--- src/hdl/universal_joint_rotation_core_defines.svh ---
// ----------------------------------------------------------------------------
// Universal joint rotation core assertion macros
// Immediate-cycle and next-cycle implication checks with reset masking.
// ----------------------------------------------------------------------------
`ifndef UNIVERSAL_JOINT_ROTATION_CORE_DEFINES_SVH
`define UNIVERSAL_JOINT_ROTATION_CORE_DEFINES_SVH

`define UJR_ASSERT_NOW(label, clk, rst, ante, cons, msg) \
   label: assert property (@(posedge clk) disable iff (rst) (ante) |-> (cons)) \
      else $error(msg);

`define UJR_ASSERT_NEXT(label, clk, rst, ante, cons, msg) \
   label: assert property (@(posedge clk) disable iff (rst) (ante) |=> (cons)) \
      else $error(msg);

`endif

--- src/hdl/ujr_pkg.sv ---
// ----------------------------------------------------------------------------
// Universal joint rotation package
// Fixed-point formats, CORDIC constants and item types.
// ----------------------------------------------------------------------------
`default_nettype none

package ujr_pkg;

   localparam int TRIG_STAGES_DEF = 14;
   localparam int ATAN_DEPTH      = 24;
   localparam int DATA_W          = 16;
   localparam int CW              = 34;
   localparam int ANGLE_SHIFT     = 17;
   localparam int TRIG_SHIFT      = 16;
   localparam int PROD_SHIFT      = 14;
   localparam int PROD_W          = 2 * DATA_W;

   typedef logic signed [DATA_W-1:0] sample_type;
   typedef logic signed [CW-1:0]     cordic_word_type;
   typedef logic signed [PROD_W-1:0] product_type;

   localparam cordic_word_type PI_Q30       = 34'sd3373259426;
   localparam cordic_word_type HALF_PI_Q30  = 34'sd1686629713;
   localparam cordic_word_type INV_GAIN_Q30 = 34'sd652032874;
   localparam cordic_word_type TRIG_RND     = 34'sd32768;
   localparam product_type     PROD_RND     = 32'sd8192;
   localparam sample_type      ONE_Q14      = 16'sd16384;
   localparam sample_type      SAT_MAX      = 16'sh7fff;
   localparam sample_type      SAT_MIN      = 16'sh8000;

   localparam cordic_word_type ATAN_Q30 [ATAN_DEPTH] = '{
      34'sd843314857, 34'sd497837829, 34'sd263043837, 34'sd133525159,
      34'sd67021687,  34'sd33543516,  34'sd16775851,  34'sd8388437,
      34'sd4194283,   34'sd2097149,   34'sd1048575,   34'sd524287,
      34'sd262143,    34'sd131071,    34'sd65535,     34'sd32767,
      34'sd16383,     34'sd8191,      34'sd4095,      34'sd2047,
      34'sd1023,      34'sd511,       34'sd255,       34'sd127
   };

   typedef struct packed {
      sample_type angle_first;
      sample_type angle_second;
      sample_type rate_first;
      sample_type rate_second;
   } req_type;

   typedef struct packed {
      sample_type rot_00;
      sample_type rot_10;
      sample_type rot_20;
      sample_type rot_11;
      sample_type rot_21;
      sample_type rot_02;
      sample_type rot_12;
      sample_type rot_22;
      sample_type deriv_x;
      sample_type deriv_z;
   } rsp_type;

   typedef struct packed {
      sample_type cos_v;
      sample_type sin_v;
   } trig_type;

endpackage

`default_nettype wire

--- src/hdl/ujr_merge.sv ---
// ----------------------------------------------------------------------------
// Universal joint rotation merge stage
// Cross products of both lanes and rate, then round, negate and saturate.
// ----------------------------------------------------------------------------
`default_nettype none

module ujr_merge (
   input  logic                clock,
   input  logic                enable,
   input  ujr_pkg::trig_type   trig_first,
   input  ujr_pkg::trig_type   trig_second,
   input  ujr_pkg::sample_type rate,
   output ujr_pkg::rsp_type    data
);

   localparam int PW = ujr_pkg::PROD_W;
   localparam int SW = PW + 1;
   localparam int RW = SW - ujr_pkg::PROD_SHIFT;
   localparam int DW = ujr_pkg::DATA_W;
   localparam logic signed [RW-1:0] SAT_HI = RW'(ujr_pkg::SAT_MAX);
   localparam logic signed [RW-1:0] SAT_LO = RW'(ujr_pkg::SAT_MIN);

   ujr_pkg::trig_type    t1_ff;
   ujr_pkg::trig_type    t2_ff;
   ujr_pkg::product_type s1s2_ff;
   ujr_pkg::product_type c1s2_ff;
   ujr_pkg::product_type s1c2_ff;
   ujr_pkg::product_type c1c2_ff;
   ujr_pkg::product_type dx_ff;
   ujr_pkg::product_type dz_ff;
   ujr_pkg::sample_type  neg_s2;
   ujr_pkg::rsp_type     data_ff;

   function automatic logic signed [RW-1:0] round_prod(input ujr_pkg::product_type p);
      logic signed [SW-1:0] sum;
      sum = SW'(p) + SW'(ujr_pkg::PROD_RND);
      return sum[SW-1:ujr_pkg::PROD_SHIFT];
   endfunction

   function automatic ujr_pkg::sample_type sat16(input logic signed [RW-1:0] v);
      ujr_pkg::sample_type res;
      if (v > SAT_HI) begin
         res = ujr_pkg::SAT_MAX;
      end else if (v < SAT_LO) begin
         res = ujr_pkg::SAT_MIN;
      end else begin
         res = v[DW-1:0];
      end
      return res;
   endfunction

   function automatic ujr_pkg::sample_type neg16(input logic signed [RW-1:0] v);
      logic signed [RW-1:0] n;
      n = -v;
      return n[DW-1:0];
   endfunction

   function automatic ujr_pkg::sample_type pos16(input logic signed [RW-1:0] v);
      return v[DW-1:0];
   endfunction

   assign neg_s2 = -trig_second.sin_v;

   always_ff @(posedge clock) begin
      if (enable) begin
         t1_ff   <= trig_first;
         t2_ff   <= trig_second;
         s1s2_ff <= trig_first.sin_v * trig_second.sin_v;
         c1s2_ff <= trig_first.cos_v * trig_second.sin_v;
         s1c2_ff <= trig_first.sin_v * trig_second.cos_v;
         c1c2_ff <= trig_first.cos_v * trig_second.cos_v;
         dx_ff   <= neg_s2 * rate;
         dz_ff   <= trig_second.cos_v * rate;
      end
   end

   always_ff @(posedge clock) begin
      if (enable) begin
         data_ff.rot_00  <= t2_ff.cos_v;
         data_ff.rot_10  <= pos16(round_prod(s1s2_ff));
         data_ff.rot_20  <= neg16(round_prod(c1s2_ff));
         data_ff.rot_11  <= t1_ff.cos_v;
         data_ff.rot_21  <= t1_ff.sin_v;
         data_ff.rot_02  <= t2_ff.sin_v;
         data_ff.rot_12  <= neg16(round_prod(s1c2_ff));
         data_ff.rot_22  <= pos16(round_prod(c1c2_ff));
         data_ff.deriv_x <= sat16(round_prod(dx_ff));
         data_ff.deriv_z <= sat16(round_prod(dz_ff));
      end
   end

   assign data = data_ff;

endmodule

`default_nettype wire

--- config.mk ---
export PLATFORM = sky130hd
export DESIGN_NAME = ujr_merge
export DESIGN_NICKNAME = d
export VERILOG_FILES = /design/src/hdl/universal_joint_rotation_core_defines.svh /design/src/hdl/ujr_pkg.sv /design/src/hdl/ujr_merge.sv
export SDC_FILE = /design/constraint.sdc
export NUM_CORES = 2
export LEC_CHECK = 0
export BUFFER_PORTS_ARGS = -buffer_cell sky130_fd_sc_hd__buf_2
export CORE_MARGIN = 5
export CORE_UTILIZATION = 35
export CTS_BUF_LIST = sky130_fd_sc_hd__clkbuf_16
export DETAILED_ROUTE_END_ITERATION = 8
export PLACE_DENSITY = 0.54
export SETUP_SLACK_MARGIN = 0.4
export SYNTH_ARGS = -nofsm -noshare
export SYNTH_HDL_FRONTEND = slang
export SYNTH_SLANG_ARGS = --single-unit
--- constraint.sdc ---
create_clock -name clock -period 23.4 [get_ports clock]
set_clock_uncertainty 0.2 [all_clocks]
set_input_delay 5.85 -clock clock [delete_from_list [all_inputs] [get_ports clock]]
set_output_delay 5.85 -clock clock [all_outputs]
set_load 0.005 [all_outputs]
==> metrics <==
DIE WIDTH=~450 um; Mapped Area=between 0.06 and 0.07 sq mm; Worst Path Required=roughly 24000 ps; outcome=complete, no violations; final setup vio count=0; die height=approximately 450 um; vias in the first global route=50045; layout net count=9037; Min-Delay Path Class=flop to flop; # Post-CTS Setup Buffers=0; die area=between 0.2 and 0.25 sq mm; Post-synth top flop=edfxtp_1; hold_ws=approximately 210 ps; max_slew headroom=25.5%; count of state elements after synthesis=330; maximum clock frequency=around 73 MHz; Critical Path Fanout Max=37; CTS buffer count=44; share of layout cells above drive strength 1=5.83%; clk sink count=330; CTS tree=yes; clk_lat worst skew=roughly 650 ps; Worst setup SP type=input pin; Critical Setup Path Class=input pin to flop; Critical-path top delay cell=or4_1; Final ANT Viol Nets=0; Post-CTS Hold Buffers=0; post-route clock period utilization=between 50% and 60%; number of gates resized after CTS=0; drt drc=0; Clk pin slew, worst setup/hold paths=~60 ps; initial antenna violation count=15; unrepaired setup endpoints after global routing=false; routability cong.=between 0.8 and 0.9; Yosys cell types=between 60 and 70; minimum clock period=about 14000 ps; non-filler cells in the finished layout=roughly 9500; Crit path largest cell delay=between 600 and 700 ps; top cell type's share of synthesized area=around 45%; CTS Buffer Depth=3; grt ovf=0; DRT Pass-1 Iters=6; max-cap viol count=0; Site Rows=between 150 and 200; cells after synthesis=between 6000 and 7000; DRT Wirelength=around 170000 um; Worst Max-Slew Pin Slew=1110 ps; dpl hpwl=128000 um; post-synthesis async set-or-reset flop share=0%; WP buf/inv=6; Vias=roughly 45000; first-pass GRT wire length=approximately 280000 um; initial DRC count=about 2100; crit-path most repeated cell=fa_1; total negative slack=0 ps; Initial Utilization=around a third; Total GRT Usage=between 10% and 20%; sequential area share after synthesis=14.6%; Slew Limit Fails=0; syn avg cell area=~10 sq um; Cells after DPL=approximately 9500; H-tree Lvls=2; most common cell after layout, fill and taps aside=inv_1; count of flip-flops with a built-in enable after synthesis=330; IO Count=about 240; area leader, netlist=fa_1; largest net degree at the start of global routing=79; Synth-to-Final Area Change=7.71%; drt wl/cell=17.9 um; Vias/cell=approximately 4.7; most frequent cells in the layout=1769 x inv_1, 1510 x fa_1, 850 x nand2_1; critical path arrival=13910 ps; core area=0.193 sq mm; Synth area leaders=fa_1 45%, edfxtp_1 15%, inv_1 9.7%; syn nets=around 9000; CTS root buffer=clkbuf_16; top cell family by delay on the critical path=adder cells; Critical Path Sink Type=flop; Yosys warning count=0; port bufs=241; final hold vios=0
## sequential cells by signal (all words and copies together), names as in the netlist
signal / count
t2_ff: 32
dx_ff: 19
c1c2_ff: 17
dz_ff: 19
s1c2_ff: 17
t1_ff: 32
c1s2_ff: 17
data: 160
s1s2_ff: 17
## routing by layer
layer	part of all wire, %	GRT usage [%]	vias to the layer above
li1	-	-	20383
met1	43	23.3	23316
met2	49	30.1	958
met3	5.0	2.55	211
met4	2.5	3.89	6
met5	0.016	0	-
## area by class of cell
type	instances	area [sq um]
well taps	2526	3160
inverters	1765	6630
flip-flops and latches	330	9910
clock inverters	37	292
diodes	9	22.5
fillers	19166	120000
repair buffers	319	1800
multi-input cells	4514	50200
clock buffers	45	1130
## through the flow
stage	utilization, %	instance area, sq um	worst slack (ps)
6_report	37.9	73200	9660
5_1_grt	37.9	73100	9210
4_1_cts	37.9	73100	9770
3_5_place_dp	37.2	71700	9110
3_3_place_gp	37.2	71700	9170
2_1_floorplan	-	67900	10200
## synthesized netlist by cell type (all sizes together) (6+ instances only)
library cell	number
and3	33
nor4	6
and2	646
o21ai	84
a31oi	11
fa	1510
xnor2	204
a21oi	76
xor2	87
o21bai	7
inv	1764
nand2b	70
nand4	34
a21boi	6
nor2b	12
nor2	148
ha	471
or2	6
buf	14
nor3	32
o21a	29
and4	8
a211oi	17
a21o	27
nand2	850
clkbuf	298
edfxtp	330
nand3	74
o211ai	11
## worst paths after layout
check / slack, ps / from / depth (start not counted) / end
worst max register to register: 20280 / dx_ff[15] / 8 / data[30]
worst min register to register: 210 / t1_ff[0] / 0 / data[80]
worst min-delay path: 210 / t1_ff[0] / 0 / data[80]
worst max-delay path: 9660 / trig_second[2] / 30 / dx_ff[30]
## cell families after synthesis
logic type / after synthesis / synth area share, %
xor gates and xnor gates: 291 / 3.75
buffers and inverters: 2077 / 11.5
AOI/OAI and AO/OA: 310 / 2.98
DFF: 330 / 14.6
and+or+nand+nor: 1931 / 14.0
adders and majority gates: 1981 / 53.2
muxes: 1 / 0.0147
Power is left out: the tool's default activity adds up to more than one toggle a clock period on the data nets, which glitch-free logic cannot reach.
