==> src/hdl/universal_joint_rotation_core_defines.svh <==
// ----------------------------------------------------------------------------
// Universal joint rotation core assertion macros
// Immediate-cycle and next-cycle implication checks with reset masking.
// ----------------------------------------------------------------------------
`ifndef UNIVERSAL_JOINT_ROTATION_CORE_DEFINES_SVH
`define UNIVERSAL_JOINT_ROTATION_CORE_DEFINES_SVH

`define UJR_ASSERT_NOW(label, clk, rst, ante, cons, msg) \
   label: assert property (@(posedge clk) disable iff (rst) (ante) |-> (cons)) \
      else $error(msg);

`define UJR_ASSERT_NEXT(label, clk, rst, ante, cons, msg) \
   label: assert property (@(posedge clk) disable iff (rst) (ante) |=> (cons)) \
      else $error(msg);

`endif

==> src/hdl/ujr_pkg.sv <==
// ----------------------------------------------------------------------------
// Universal joint rotation package
// Fixed-point formats, CORDIC constants and item types.
// ----------------------------------------------------------------------------
`default_nettype none

package ujr_pkg;

   localparam int TRIG_STAGES_DEF = 14;
   localparam int ATAN_DEPTH      = 24;
   localparam int DATA_W          = 16;
   localparam int CW              = 34;
   localparam int ANGLE_SHIFT     = 17;
   localparam int TRIG_SHIFT      = 16;
   localparam int PROD_SHIFT      = 14;
   localparam int PROD_W          = 2 * DATA_W;

   typedef logic signed [DATA_W-1:0] sample_type;
   typedef logic signed [CW-1:0]     cordic_word_type;
   typedef logic signed [PROD_W-1:0] product_type;

   localparam cordic_word_type PI_Q30       = 34'sd3373259426;
   localparam cordic_word_type HALF_PI_Q30  = 34'sd1686629713;
   localparam cordic_word_type INV_GAIN_Q30 = 34'sd652032874;
   localparam cordic_word_type TRIG_RND     = 34'sd32768;
   localparam product_type     PROD_RND     = 32'sd8192;
   localparam sample_type      ONE_Q14      = 16'sd16384;
   localparam sample_type      SAT_MAX      = 16'sh7fff;
   localparam sample_type      SAT_MIN      = 16'sh8000;

   localparam cordic_word_type ATAN_Q30 [ATAN_DEPTH] = '{
      34'sd843314857, 34'sd497837829, 34'sd263043837, 34'sd133525159,
      34'sd67021687,  34'sd33543516,  34'sd16775851,  34'sd8388437,
      34'sd4194283,   34'sd2097149,   34'sd1048575,   34'sd524287,
      34'sd262143,    34'sd131071,    34'sd65535,     34'sd32767,
      34'sd16383,     34'sd8191,      34'sd4095,      34'sd2047,
      34'sd1023,      34'sd511,       34'sd255,       34'sd127
   };

   typedef struct packed {
      sample_type angle_first;
      sample_type angle_second;
      sample_type rate_first;
      sample_type rate_second;
   } req_type;

   typedef struct packed {
      sample_type rot_00;
      sample_type rot_10;
      sample_type rot_20;
      sample_type rot_11;
      sample_type rot_21;
      sample_type rot_02;
      sample_type rot_12;
      sample_type rot_22;
      sample_type deriv_x;
      sample_type deriv_z;
   } rsp_type;

   typedef struct packed {
      sample_type cos_v;
      sample_type sin_v;
   } trig_type;

endpackage

`default_nettype wire

==> src/hdl/ujr_cordic_lane.sv <==
// ----------------------------------------------------------------------------
// Universal joint rotation CORDIC lane
// Quadrant fold, one registered rotation per stage, round and clamp to Q1.14.
// ----------------------------------------------------------------------------
`default_nettype none

module ujr_cordic_lane #(
   parameter int TRIG_STAGES = ujr_pkg::TRIG_STAGES_DEF
) (
   input  logic                 clock,
   input  logic                 enable,
   input  ujr_pkg::sample_type  angle,
   output ujr_pkg::trig_type    trig
);

   localparam int CW = ujr_pkg::CW;
   localparam int SW = CW + 1;
   localparam int RW = SW - ujr_pkg::TRIG_SHIFT;
   localparam logic signed [RW-1:0] LIM_HI = RW'(ujr_pkg::ONE_Q14);
   localparam logic signed [RW-1:0] LIM_LO = -LIM_HI;

   ujr_pkg::cordic_word_type x_ff [TRIG_STAGES+1];
   ujr_pkg::cordic_word_type y_ff [TRIG_STAGES+1];
   ujr_pkg::cordic_word_type z_ff [TRIG_STAGES+1];
   logic                     flip_ff [TRIG_STAGES+1];
   ujr_pkg::cordic_word_type z_wide;
   ujr_pkg::cordic_word_type z_fold;
   logic                     flip_fold;
   ujr_pkg::trig_type        trig_ff;

   function automatic ujr_pkg::sample_type round_q14(input ujr_pkg::cordic_word_type v);
      logic signed [SW-1:0] sum;
      logic signed [RW-1:0] shr;
      ujr_pkg::sample_type  res;
      sum = SW'(v) + SW'(ujr_pkg::TRIG_RND);
      shr = sum[SW-1:ujr_pkg::TRIG_SHIFT];
      if (shr > LIM_HI) begin
         res = ujr_pkg::ONE_Q14;
      end else if (shr < LIM_LO) begin
         res = -ujr_pkg::ONE_Q14;
      end else begin
         res = shr[ujr_pkg::DATA_W-1:0];
      end
      return res;
   endfunction

   // fold angles beyond a quarter turn back into range, negate cosine later
   always_comb begin
      z_wide = CW'(angle) <<< ujr_pkg::ANGLE_SHIFT;
      priority if (z_wide > ujr_pkg::HALF_PI_Q30) begin
         z_fold    = ujr_pkg::PI_Q30 - z_wide;
         flip_fold = 1'b1;
      end else if (z_wide < -ujr_pkg::HALF_PI_Q30) begin
         z_fold    = -ujr_pkg::PI_Q30 - z_wide;
         flip_fold = 1'b1;
      end else begin
         z_fold    = z_wide;
         flip_fold = 1'b0;
      end
   end

   always_ff @(posedge clock) begin
      if (enable) begin
         x_ff[0]    <= ujr_pkg::INV_GAIN_Q30;
         y_ff[0]    <= '0;
         z_ff[0]    <= z_fold;
         flip_ff[0] <= flip_fold;
      end
   end

   for (genvar i = 0; i < TRIG_STAGES; i++) begin : g_stage
      always_ff @(posedge clock) begin
         if (enable) begin
            if (z_ff[i] >= 0) begin
               x_ff[i+1] <= x_ff[i] - (y_ff[i] >>> i);
               y_ff[i+1] <= y_ff[i] + (x_ff[i] >>> i);
               z_ff[i+1] <= z_ff[i] - ujr_pkg::ATAN_Q30[i];
            end else begin
               x_ff[i+1] <= x_ff[i] + (y_ff[i] >>> i);
               y_ff[i+1] <= y_ff[i] - (x_ff[i] >>> i);
               z_ff[i+1] <= z_ff[i] + ujr_pkg::ATAN_Q30[i];
            end
            flip_ff[i+1] <= flip_ff[i];
         end
      end
   end

   always_ff @(posedge clock) begin
      if (enable) begin
         trig_ff.cos_v <= flip_ff[TRIG_STAGES] ? -round_q14(x_ff[TRIG_STAGES])
                                               : round_q14(x_ff[TRIG_STAGES]);
         trig_ff.sin_v <= round_q14(y_ff[TRIG_STAGES]);
      end
   end

   assign trig = trig_ff;

endmodule

`default_nettype wire

==> config.mk <==
export PLATFORM = sky130hd
export DESIGN_NAME = ujr_cordic_lane
export DESIGN_NICKNAME = d
export VERILOG_FILES = /design/src/hdl/universal_joint_rotation_core_defines.svh /design/src/hdl/ujr_pkg.sv /design/src/hdl/ujr_cordic_lane.sv
export SDC_FILE = /design/constraint.sdc
export NUM_CORES = 2
export LEC_CHECK = 0
export BUFFER_PORTS_ARGS = -buffer_cell sky130_fd_sc_hd__buf_2
export CAP_MARGIN = 20
export CORE_MARGIN = 1.5
export CORE_UTILIZATION = 50
export CTS_CLUSTER_DIAMETER = 120
export CTS_CLUSTER_SIZE = 24
export DETAILED_ROUTE_END_ITERATION = 8
export PLACE_DENSITY = 0.73
export SETUP_SLACK_MARGIN = 0.05
export SKIP_CTS_REPAIR_TIMING = 1
export SLEW_MARGIN = 15
export SYNTH_ARGS = -nofsm -noshare
export SYNTH_HDL_FRONTEND = slang
export SYNTH_SLANG_ARGS = --single-unit
==> constraint.sdc <==
create_clock -name clock -period 8.7 [get_ports clock]
set_input_delay 0.435 -clock clock [delete_from_list [all_inputs] [get_ports clock]]
set_output_delay 0.435 -clock clock [all_outputs]
set_load 0.005 [all_outputs]
==> run_results.csv <==
group,metric,value,unit
die,row_count,171,
critical_path,critPathKind,"reg -> reg",
die,die_y,469,µm
timing,finalHoldViolCount,0,
global_route,grt_max_degree,197,
yosys,synth_area_per_cell,9.61,µm²
yosys,ys_types,92,
placement,hpwl,214000,µm
layout,seq_area,38800,µm²
timing,tightest_slew,1.16,ns
critical_path,start_kind,"register",
timing,slew_headroom,22.5,%
critical_path,crit_path_end_kind,"register",
die,start_util,50.2,%
clock_tree,clk_latency,0.74,ns
timing,finalSetupViolCount,0,
min_path,worstHoldPathType,"in -> reg",
layout,n_fill_cell,19100,
global_route,grt_use_total,23.6,%
critical_path,slowest_stage,"clkinv_1",
layout,final_layout_size_suffix_gt1_share,2.84,%
critical_path,worstPathMaxFanout,55,
clock_tree,cts_buffers,66,
clock_tree,cts_buffer_depth,3,
timing,post-route-min-period,6.08,ns
yosys,ys_ff_latch,1292,
detailed_routing,final_antenna_net_count,0,
timing,max_freq,164,MHz
clock_tree,htree_levels,3,
critical_path,cp.required,9.19,ns
clock_tree,clk_pin_slew,0.10,ns
clock_tree,root_buffer,"clkbuf_16",
layout,syn2layout_area_growth,5.03,%
yosys,synth_edf_count,1292,
yosys,syn-num-nets,12600,
placement,place.gp.congestion,0.949,
detailed_routing,drt_wl_total,268000,µm
yosys,synth.cell_area,109000,µm²
timing,skew,0.0494,ns
timing,fin_crit_sh,69.9,%
yosys,async_flop_share,0,%
timing,rsz0062_at_grt,"false",
clock_tree,cts_tree,"done",
detailed_routing,drtPass1Iterations,5,
timing,drv_slew,0,
die,die-area,220000,µm²
critical_path,cpPeakStageDelay,0.92,ns
global_route,grt_pass1_wl,429000,µm
detailed_routing,via_per_inst,5.97,
placement,io_buffers,49,
timing,finalSetupTns,0,ns
layout,multi_input_area,67600,µm²
detailed_routing,drt_iter0_markers,6203,
run,maxCapViolations,0,
die,coreArea,217000,µm²
critical_path,path_cells,"nand2_2 > buf_4 > clkinv_1 > nor2_1 > xnor2_1 > ha_1 > nor2b_1 > o31a_1 > o211ai_1 > a21oi_1 > o31ai_1 > o31ai_1 > a211o_1 > a211oi_1 > nor2_1 > mux2i_1 > a2111o_1",
global_route,grt_pass1_vias,82100,
layout,fin_cells,14200,
placement,dp.cells,14100,
global_route,antenna_found_initial,1,
detailed_routing,vias,84700,
detailed_routing,wire_per_inst,18.9,µm
detailed_routing,drc_errors,0,
layout,diodes,0,
clock_tree,clock_sinks,1292,
yosys,seq_area_frac_synth,35.7,%
layout,fin_nets,12600,
global_route,overflow,0,
yosys,syn_inst,11300,
layout,utilization,52.7,%
timing,hold_slack,0.0568,ns
die,ios,50,
die,dieWidth,469,µm
outcome,status,"finished, final reports clean",
critical_path,arrival,6.57,ns
yosys,yosys_warnings,0,
yosys,ys.flop_type,"edfxtp_1",
## layout by cell type (no fill, tap or decap), types with 31 or more instances in the layout
master	instances
or4_1	35
and3_1	93
a21o_1	515
nor4_1	77
a211oi_1	110
a21oi_1	1143
o21ai_0	632
o21bai_1	125
a211o_1	32
a21boi_0	38
xor2_1	553
nand2_1	646
or2_2	39
o31ai_1	125
xnor2_1	1094
nor3_1	284
o41ai_1	52
or3_1	78
nand2b_1	200
nand3_1	199
buf_2	48
buf_4	44
ha_1	1235
o211ai_1	31
a31oi_1	98
inv_1	448
and2_1	69
clkbuf_16	67
o21a_1	217
mux2_2	37
mux2i_1	42
nand4_1	67
fa_1	35
edfxtp_1	1292
nor2b_1	161
nor2_1	907
## cell usage after synthesis (all sizes together), types with 28 or more instances
| cell | instances | area [µm²] |
|---|---|---|
| and3 | 94 | 589 |
| inv | 453 | 1700 |
| o41ai | 53 | 472 |
| or2 | 39 | 244 |
| o21ai | 637 | 3190 |
| nand3 | 199 | 996 |
| a2111oi | 28 | 245 |
| nand2b | 200 | 1250 |
| a21oi | 1144 | 5730 |
| a21o | 516 | 3870 |
| xor2 | 553 | 4840 |
| fa | 35 | 701 |
| nor3 | 284 | 1420 |
| clkbuf | 143 | 537 |
| or4 | 39 | 308 |
| nor4 | 78 | 503 |
| mux2 | 37 | 417 |
| buf | 35 | 138 |
| o21bai | 125 | 938 |
| a211o | 32 | 280 |
| a21boi | 38 | 285 |
| edfxtp | 1292 | 38800 |
| and2 | 69 | 432 |
| a211oi | 110 | 826 |
| ha | 1235 | 15500 |
| xnor2 | 1094 | 9580 |
| o31ai | 127 | 963 |
| nor2 | 907 | 3400 |
| mux2i | 42 | 420 |
| o21a | 217 | 1630 |
| or3 | 78 | 488 |
| nand2 | 648 | 2430 |
| o211ai | 31 | 233 |
| a31oi | 98 | 613 |
| nand4 | 67 | 419 |
| nor2b | 161 | 1010 |
## registers in the layout, indices dropped and copies added (netlist names)
signal and count:
trig 32, x_ff 401, z_ff 416, y_ff 428, flip_ff 15
## final cells by class
cell class	count	area share [%]
repair buffers	98	0.591
inverters	458	1.50
clock inverters	15	0.185
multi-input cells	9397	59.2
well taps	2854	3.13
flip-flops and latches	1292	34.0
clock buffers	68	1.47
## metal layers
| metal | global-route usage, % | vias up | part of all wire (%) | wire length, µm |
|---|---|---|---|---|
| li1 | - | 42000 | - | - |
| met2 | 41.9 | 2130 | 49 | 130000 |
| met5 | 0 | - | 0 | 0 |
| met3 | 2.03 | 464 | 4.3 | 11400 |
| met4 | 8.77 | 0 | 3.7 | 9890 |
| met1 | 29.7 | 40100 | 43 | 116000 |
## cell families after synthesis
group / share of synthesized area (%)
xor+xnor: 13.3
mux: 0.769
fa+ha+maj: 14.8
flops: 35.7
compound gates: 20.2
simple gates: 13.1
buf+inv: 2.20
## critical path: cells and delay by family (launching register included)
kind | cells | cell delay (ns)
mux | 1 | 0.14
flops | 1 | 0.42
fa+ha+maj | 1 | 0.28
xor+xnor | 1 | 0.15
buf+inv | 2 | 1.45
simple gates | 4 | 0.71
compound gates | 8 | 2.65
## stage by stage
step                area (µm²)  setup WS, ns
finish                  114000          2.62
global route            114000          2.09
CTS                     114000          2.71
detailed placement      112000          2.00
global placement        112000          2.06
floorplan               109000          3.23
## final timing paths
| kind | cells past startpoint | to | slack [ns] | startpoint |
|---|---|---|---|---|
| worst min register to register | 0 | z_ff[0][205] | 0.43 | z_ff[0][171] |
| worst max-delay path | 17 | y_ff[0][202] | 2.62 | z_ff[0][169] |
| worst max register to register | 17 | y_ff[0][202] | 2.62 | z_ff[0][169] |
| worst min-delay path | 3 | z_ff[0][32] | 0.06 | angle[14] |
Power is left out: the tool's default activity adds up to more than one toggle a clock period on the data nets, which glitch-free logic cannot reach.
